$ cat src/hw/rtl/odo_pkg.sv
// Shared types, constants and tables for the differential-drive odometry block.
// Used by odo_ctrl, odo_dp and differential_drive_odometry_top; no dependencies.
package odo_pkg;

    localparam int CORDIC_STEPS = 16;
    localparam int STEP_W       = 6;

    localparam logic [33:0] GAIN_Q30   = 34'd652032874;
    localparam logic [31:0] HEAD_SCALE = 32'd2935890503;
    // ceil(2^67 / 5^9) split at bit 24: (P << 23) / 10^9 == (P * RECIP) >> 53
    // for any product P below 2^32
    localparam logic [23:0] RECIP_LO   = 24'd10525531;
    localparam logic [22:0] RECIP_HI   = 23'd4503599;
    localparam logic [23:0] IWB_RESET  = 24'd65536;
    localparam logic [31:0] QUARTER    = 32'h4000_0000;
    localparam logic [31:0] HALF_TURN  = 32'h8000_0000;

    typedef enum logic [3:0] {
        MO_NONE,
        MO_SDT,
        MO_DDT,
        MO_R,
        MO_RATE,
        MO_LO,
        MO_HI,
        MO_DL,
        MO_DH,
        MO_X,
        MO_Y
    } mul_op_t;

    typedef struct packed {
        logic    load;
        logic    cordic_start;
        logic    cordic_half;
        logic    lat_p;
        mul_op_t mul_op;
        logic    lat_r;
        logic    lat_rate;
        logic    lat_lohi;
        logic    lat_dl;
        logic    lat_dist;
        logic    yaw_upd;
        logic    pos_x_upd;
        logic    pos_y_upd;
        logic    out_load;
    } ctrl_cmd_t;

    typedef struct packed {
        logic cordic_busy;
    } dp_stat_t;

    function automatic logic [31:0] atan_lut(input logic [4:0] idx);
        logic [31:0] v;
        case (idx)
            5'd0:    v = 32'h20000000;
            5'd1:    v = 32'h12E4051E;
            5'd2:    v = 32'h09FB385B;
            5'd3:    v = 32'h051111D4;
            5'd4:    v = 32'h028B0D43;
            5'd5:    v = 32'h0145D7E1;
            5'd6:    v = 32'h00A2F61E;
            5'd7:    v = 32'h00517C55;
            5'd8:    v = 32'h0028BE53;
            5'd9:    v = 32'h00145F2F;
            5'd10:   v = 32'h000A2F98;
            5'd11:   v = 32'h000517CC;
            5'd12:   v = 32'h00028BE6;
            5'd13:   v = 32'h000145F3;
            5'd14:   v = 32'h0000A2FA;
            5'd15:   v = 32'h0000517D;
            5'd16:   v = 32'h000028BE;
            5'd17:   v = 32'h0000145F;
            5'd18:   v = 32'h00000A30;
            5'd19:   v = 32'h00000518;
            5'd20:   v = 32'h0000028C;
            5'd21:   v = 32'h00000146;
            5'd22:   v = 32'h000000A3;
            5'd23:   v = 32'h00000051;
            5'd24:   v = 32'h00000029;
            5'd25:   v = 32'h00000014;
            5'd26:   v = 32'h0000000A;
            5'd27:   v = 32'h00000005;
            5'd28:   v = 32'h00000003;
            5'd29:   v = 32'h00000001;
            5'd30:   v = 32'h00000001;
            default: v = 32'h00000000;
        endcase
        return v;
    endfunction

endpackage

$ cat src/hw/rtl/odo_ctrl.sv
// Sequencer for the odometry update: steps the shared multiplier, waits on the
// CORDIC unit, and owns the result valid flag. Depends on odo_pkg.
module odo_ctrl import odo_pkg::*;
(
    input  logic       clk,
    input  logic       rst_n,
    input  logic       in_valid,
    output logic       in_ready,
    output logic       out_valid,
    input  logic       out_ready,
    input  dp_stat_t   stat,
    output ctrl_cmd_t  cmd
);

    typedef enum logic [3:0] {
        ST_IDLE,
        ST_MSDT,
        ST_MDDT,
        ST_MR,
        ST_MRATE,
        ST_MLO,
        ST_MHI,
        ST_INC,
        ST_MDH,
        ST_DIST,
        ST_WAITDC,
        ST_MX,
        ST_MY,
        ST_PY,
        ST_WAITC2,
        ST_FIN
    } state_t;

    state_t state_reg;
    logic   out_valid_reg;

    assign in_ready  = (state_reg == ST_IDLE);
    assign out_valid = out_valid_reg;

    always_comb
    begin
        cmd = '0;
        cmd.mul_op = MO_NONE;
        case (state_reg)
            ST_IDLE:
            begin
                cmd.load         = in_valid;
                cmd.cordic_start = in_valid;
            end
            ST_MSDT:  cmd.mul_op = MO_SDT;
            ST_MDDT:
            begin
                cmd.mul_op = MO_DDT;
                cmd.lat_p  = 1'b1;
            end
            ST_MR:    cmd.mul_op = MO_R;
            ST_MRATE:
            begin
                cmd.mul_op = MO_RATE;
                cmd.lat_r  = 1'b1;
            end
            ST_MLO:
            begin
                cmd.mul_op   = MO_LO;
                cmd.lat_rate = 1'b1;
            end
            ST_MHI:
            begin
                cmd.mul_op   = MO_HI;
                cmd.lat_lohi = 1'b1;
            end
            ST_INC:
            begin
                cmd.yaw_upd = 1'b1;
                cmd.mul_op  = MO_DL;
            end
            ST_MDH:
            begin
                cmd.mul_op = MO_DH;
                cmd.lat_dl = 1'b1;
            end
            ST_DIST:  cmd.lat_dist = 1'b1;
            ST_MX:    cmd.mul_op = MO_X;
            ST_MY:
            begin
                cmd.mul_op    = MO_Y;
                cmd.pos_x_upd = 1'b1;
            end
            ST_PY:
            begin
                cmd.pos_y_upd    = 1'b1;
                cmd.cordic_start = 1'b1;
                cmd.cordic_half  = 1'b1;
            end
            ST_FIN:   cmd.out_load = !out_valid_reg || out_ready;
            default:  cmd.mul_op = MO_NONE;
        endcase
    end

    always_ff @(posedge clk or negedge rst_n)
    begin
        if (!rst_n)
        begin
            state_reg     <= ST_IDLE;
            out_valid_reg <= 1'b0;
        end
        else
        begin
            if (state_reg == ST_FIN && (!out_valid_reg || out_ready))
            begin
                out_valid_reg <= 1'b1;
            end
            else if (out_ready)
            begin
                out_valid_reg <= 1'b0;
            end
            case (state_reg)
                ST_IDLE:
                begin
                    if (in_valid)
                    begin
                        state_reg <= ST_MSDT;
                    end
                end
                ST_MSDT:  state_reg <= ST_MDDT;
                ST_MDDT:  state_reg <= ST_MR;
                ST_MR:    state_reg <= ST_MRATE;
                ST_MRATE: state_reg <= ST_MLO;
                ST_MLO:   state_reg <= ST_MHI;
                ST_MHI:   state_reg <= ST_INC;
                ST_INC:   state_reg <= ST_MDH;
                ST_MDH:   state_reg <= ST_DIST;
                ST_DIST:  state_reg <= ST_WAITDC;
                ST_WAITDC:
                begin
                    if (!stat.cordic_busy)
                    begin
                        state_reg <= ST_MX;
                    end
                end
                ST_MX:    state_reg <= ST_MY;
                ST_MY:    state_reg <= ST_PY;
                ST_PY:    state_reg <= ST_WAITC2;
                ST_WAITC2:
                begin
                    if (!stat.cordic_busy)
                    begin
                        state_reg <= ST_FIN;
                    end
                end
                ST_FIN:
                begin
                    if (!out_valid_reg || out_ready)
                    begin
                        state_reg <= ST_IDLE;
                    end
                end
                default:  state_reg <= ST_IDLE;
            endcase
        end
    end

endmodule

$ cat config.mk
export PLATFORM = sky130hd
export DESIGN_NAME = odo_ctrl
export DESIGN_NICKNAME = d
export VERILOG_FILES = /design/src/hw/rtl/odo_pkg.sv /design/src/hw/rtl/odo_ctrl.sv
export SDC_FILE = /design/constraint.sdc
export NUM_CORES = 1
export LEC_CHECK = 0
export ABC_CLOCK_PERIOD_IN_PS = 1200
export BUFFER_PORTS_ARGS = -buffer_cell sky130_fd_sc_hd__buf_2
export CAP_MARGIN = 20
export CORE_AREA = 2 2 39 41
export CTS_CLUSTER_SIZE = 30
export DETAILED_ROUTE_END_ITERATION = 8
export DIE_AREA = 0 0 41 43
export PLACE_DENSITY_LB_ADDON = 0.3
export SLEW_MARGIN = 10
export SYNTH_ARGS = -nofsm -noshare
export SYNTH_HDL_FRONTEND = slang
export SYNTH_SLANG_ARGS = --single-unit
export TNS_END_PERCENT = 100
$ cat constraint.sdc
create_clock -name clk -period 1.2 [get_ports clk]
set_clock_uncertainty 0.15 [all_clocks]
set_input_delay 0 -clock clk [delete_from_list [all_inputs] [get_ports clk]]
set_output_delay 0 -clock clk [all_outputs]
set_load 0.02 [all_outputs]
==> summary by stage <==
Timing
The fmax is slightly above 600 MHz. The final worst setup slack is -0.411 ns. The normalized max-slew margin is a little over four fifths. The hold violation total from the final report is 0.

The shortest clock period the worst path allows after layout is around 1.6 ns. Dividing the final minimum period by the clock period gives 134%. Setup repair after global routing could not meet its margin everywhere.

Setup violations remaining at the end of the flow were counted as 22. The count of pins over their slew limit is 0. The transition time at the pin with the least slew margin is roughly 0.24 ns.

Finish
In the final design database the tool counted around 110 nets. The sequential cell area is between 100 and 150 µm². The number of antenna diodes in the final layout is 0. The flip-flop count of the largest register after layout is 4. The area of the multi-input gates is between 400 and 500 µm². Once layout is complete, the utilization of the core stands at 79.4%.

After filler insertion, the fill cell instance count of the layout stands at 83. The count of cells in the finished layout, fillers not included, comes to 117. The area growth from synthesis to layout is 157%.

The share of post-route cells with drive strength above 1 is between 70 and 80%.

Run status
The checks that failed: setup timing. The run finished, with violations left.

Routing
The remaining antenna violation count is 0. For this run, design rule violations remaining after detail routing come to 0. The detailed router finished its first iteration with 7 violations.

After detailed routing, the average wire length per cell comes to roughly 16 µm. The vias after detailed routing is approximately 590. The number of detailed-route iterations in the first pass is 4. The final wirelength is between 1500 and 2000 µm. The number of vias per cell is 5.06.

Floorplan
Once the floorplan was initialized, standard cells occupied between 30 and 40% of the core. The die is 41 µm wide. In this run the core area contains 14 standard-cell rows. The core region is about 0.0014 mm². In this run the vertical extent of the chip is approximately 43 µm.

The die covers between 0.0015 and 0.002 mm². The number of ports placed on the die boundary is 24.

Synthesis
By count the netlist is led by 8 x sky130_fd_sc_hd__nor2_1, 6 x sky130_fd_sc_hd__nand2b_1, 5 x sky130_fd_sc_hd__dfrtp_1, 4 x sky130_fd_sc_hd__a21oi_1. The fraction of post-synthesis cell area in the top cell type by area is between 20% and 30%. The number of enable flip-flop cells after synthesis is 0.

By instance count, the leading cell after synthesis is sky130_fd_sc_hd__nor2_1. After synthesis, the cell types taking the most area are sky130_fd_sc_hd__dfrtp_1 29%, sky130_fd_sc_hd__nand2b_1 8.8%, sky130_fd_sc_hd__nor2_1 7.0%. After synthesis the cells add up to between 400 and 500 µm².

The post-synth net total is 61. The cell taking the most area after synthesis is sky130_fd_sc_hd__dfrtp_1. The prevailing post-synth register cell is sky130_fd_sc_hd__dfrtp_1.

The yosys synthesis warning count is 0. Of the synthesized area, sequential elements account for between 20% and 30%. The number of synthesized register bits is 5. Of all flip-flops after synthesis, the portion carrying an async set or reset was 100%. After technology mapping, the gate count stands at between 50 and 60. The unique cell type count in the Yosys netlist is 27. The post-synthesis area per instance is 7.64 µm².

Hold path
The launch point of the worst hold path is in_valid. The min-delay analysis places its worst path in the category input pin to register.

Critical path
The type of element capturing the critical path is an output pin. For the worst setup path, the data required time is roughly 1.1 ns. Traced cell by cell, the critical path runs through or4b_4, a21oi_4, buf_6. The worst setup path is of the register to output pin kind. At the worst endpoint, the arrival time is ~1.5 ns. On the worst path, the slowest cell contributes a delay of about 0.56 ns. Among all stages on the critical path, the largest delay is contributed by sky130_fd_sc_hd__or4b_4. Counting both buffers and inverters, the worst setup path holds a total of 1.

In this run the worst setup path begins at state_reg[0]. Of all nets on the critical path, the largest fanout is 3. The nature of the critical path startpoint is a register. The critical path's top delay family is simple AND/OR/NAND/NOR gates. The startpoint identified for the worst register-to-register timing path is state_reg[3].

Power and ir drop
The leakage component of the power is between 0.5 and 0.6 nW. The total design power is between 3 and 4 mW. The worst-case IR drop observed on VDD is ~1.5 mV. The power density over cell area is 3080 mW/mm².

CTS
The clock latency reported for the late side of the worst-skew pair is approximately 0.24 ns. In this run the deepest clock path goes through 2 buffers. For this design, the sink count on the clock tree is 5. The clock transition time at the flip-flop clock pins of the worst setup and hold paths is around 0.04 ns. The clock tree from TritonCTS is built.

The number of clock buffers added by TritonCTS is 3. In this run the number of H-tree levels came out at 1. The cell sitting at the root of the clock tree is a sky130_fd_sc_hd__clkbuf_4.

Global routing
Entering global routing, the biggest net connects 17 pins. The overall global routing resource usage is 18.1%. For this run the aggregate overflow at the end of global routing stands at 0. The number of global-route vias before repair was 498.

The first global-routing pass estimated between 2000 and 2500 µm of wire. The number of antenna violations at the first check in global routing is 0.

Placement
In this run the tool buffered the top-level ports with 23 buffer cells. Detailed placement ended at an HPWL of 826 µm. In this run, placement finished with an instance count of 96. The routability congestion estimate is roughly 0.70.

Job
The number of maximum-capacitance constraint violations is 0.
area by class of cell:
class	count	share of cell area, %
repair buffers	48	43.6
multi-input cells	42	40.0
flip-flops and latches	5	11.5
clock buffers	4	2.39
well taps	16	1.82
inverters	2	0.683
cell usage in the layout (no fill, tap or decap), types with 2 or more instances in the layout:
cell,count
sky130_fd_sc_hd__nor2_4,4
sky130_fd_sc_hd__buf_2,11
sky130_fd_sc_hd__nand2b_1,2
sky130_fd_sc_hd__clkbuf_16,2
sky130_fd_sc_hd__buf_6,15
sky130_fd_sc_hd__clkbuf_4,3
sky130_fd_sc_hd__dlygate4sd3_1,4
sky130_fd_sc_hd__dfrtp_1,4
sky130_fd_sc_hd__a21oi_2,3
sky130_fd_sc_hd__and3_4,2
sky130_fd_sc_hd__nor2_2,3
sky130_fd_sc_hd__nand2b_4,4
sky130_fd_sc_hd__buf_4,13
sky130_fd_sc_hd__nand3b_1,2
cells by family (layout without fill, tap and decap cells):
kind of cell    count (synthesis)  in the layout  synth area share, %
compound gates                 10             10                 14.9
flops                           5              5                 29.2
buf+inv                         9             54                 11.4
simple gates                   32             32                 44.4
metrics by stage:
stage	setup TNS [ns]	cell area, µm²	worst slack, ns	hold WS (ns)
final	-5.63	1100	-0.411	0.0291
after global placement	-0.782	654	-0.160	-0.330
after global routing	-6.49	1100	-0.445	0.0855
after detailed placement	-1.15	654	-0.177	-0.331
after CTS	-5.93	898	-0.395	0.00768
after floorplan	-0.424	510	-0.140	-0.446
final timing paths:
check | end | slack [ns] | cells past startpoint
max | cmd[15] | -0.41 | 3
min | state_reg[0] | 0.03 | 3
max reg2reg | state_reg[0] | -0.18 | 4
min reg2reg | state_reg[2] | 0.46 | 2
max in group asynchronous | state_reg[2] | 0.15 | 3
min in group asynchronous | out_valid | 0.53 | 3
timing repair:
item	4_1_cts	5_1_grt
hold endpoints to repair	8	0
pin swaps	3	6
hold buffers	4	0
gates cloned	1	2
setup buffers	4	8
endpoints found under the setup margin	20	23
resized for setup	28	32
routing by layer:
metal,global-route usage [%],share of wire [%],vias to the layer above
li1,-,-,289
met1,24.4,39,280
met2,28.1,56,21
met3,1.57,4.1,2
met4,8.00,1.3,0
met5,0,0,-
power by group:
part / total (mW) / switching (mW) / internal, mW
sequential: 0.355 / 0.101 / 0.254
clock: 0.192 / 0.0662 / 0.126
combinational: 2.83 / 1.34 / 1.49
total: 3.38 / 1.51 / 1.87
worst reg2reg max path: stages, from the launching register on:
cell and delay (ns):
sky130_fd_sc_hd__dfrtp_1 0.41, sky130_fd_sc_hd__buf_6 0.17, sky130_fd_sc_hd__buf_6 0.14, sky130_fd_sc_hd__nor4_4 0.28, sky130_fd_sc_hd__o32ai_2 0.10
(Power assumes the default switching activity.)
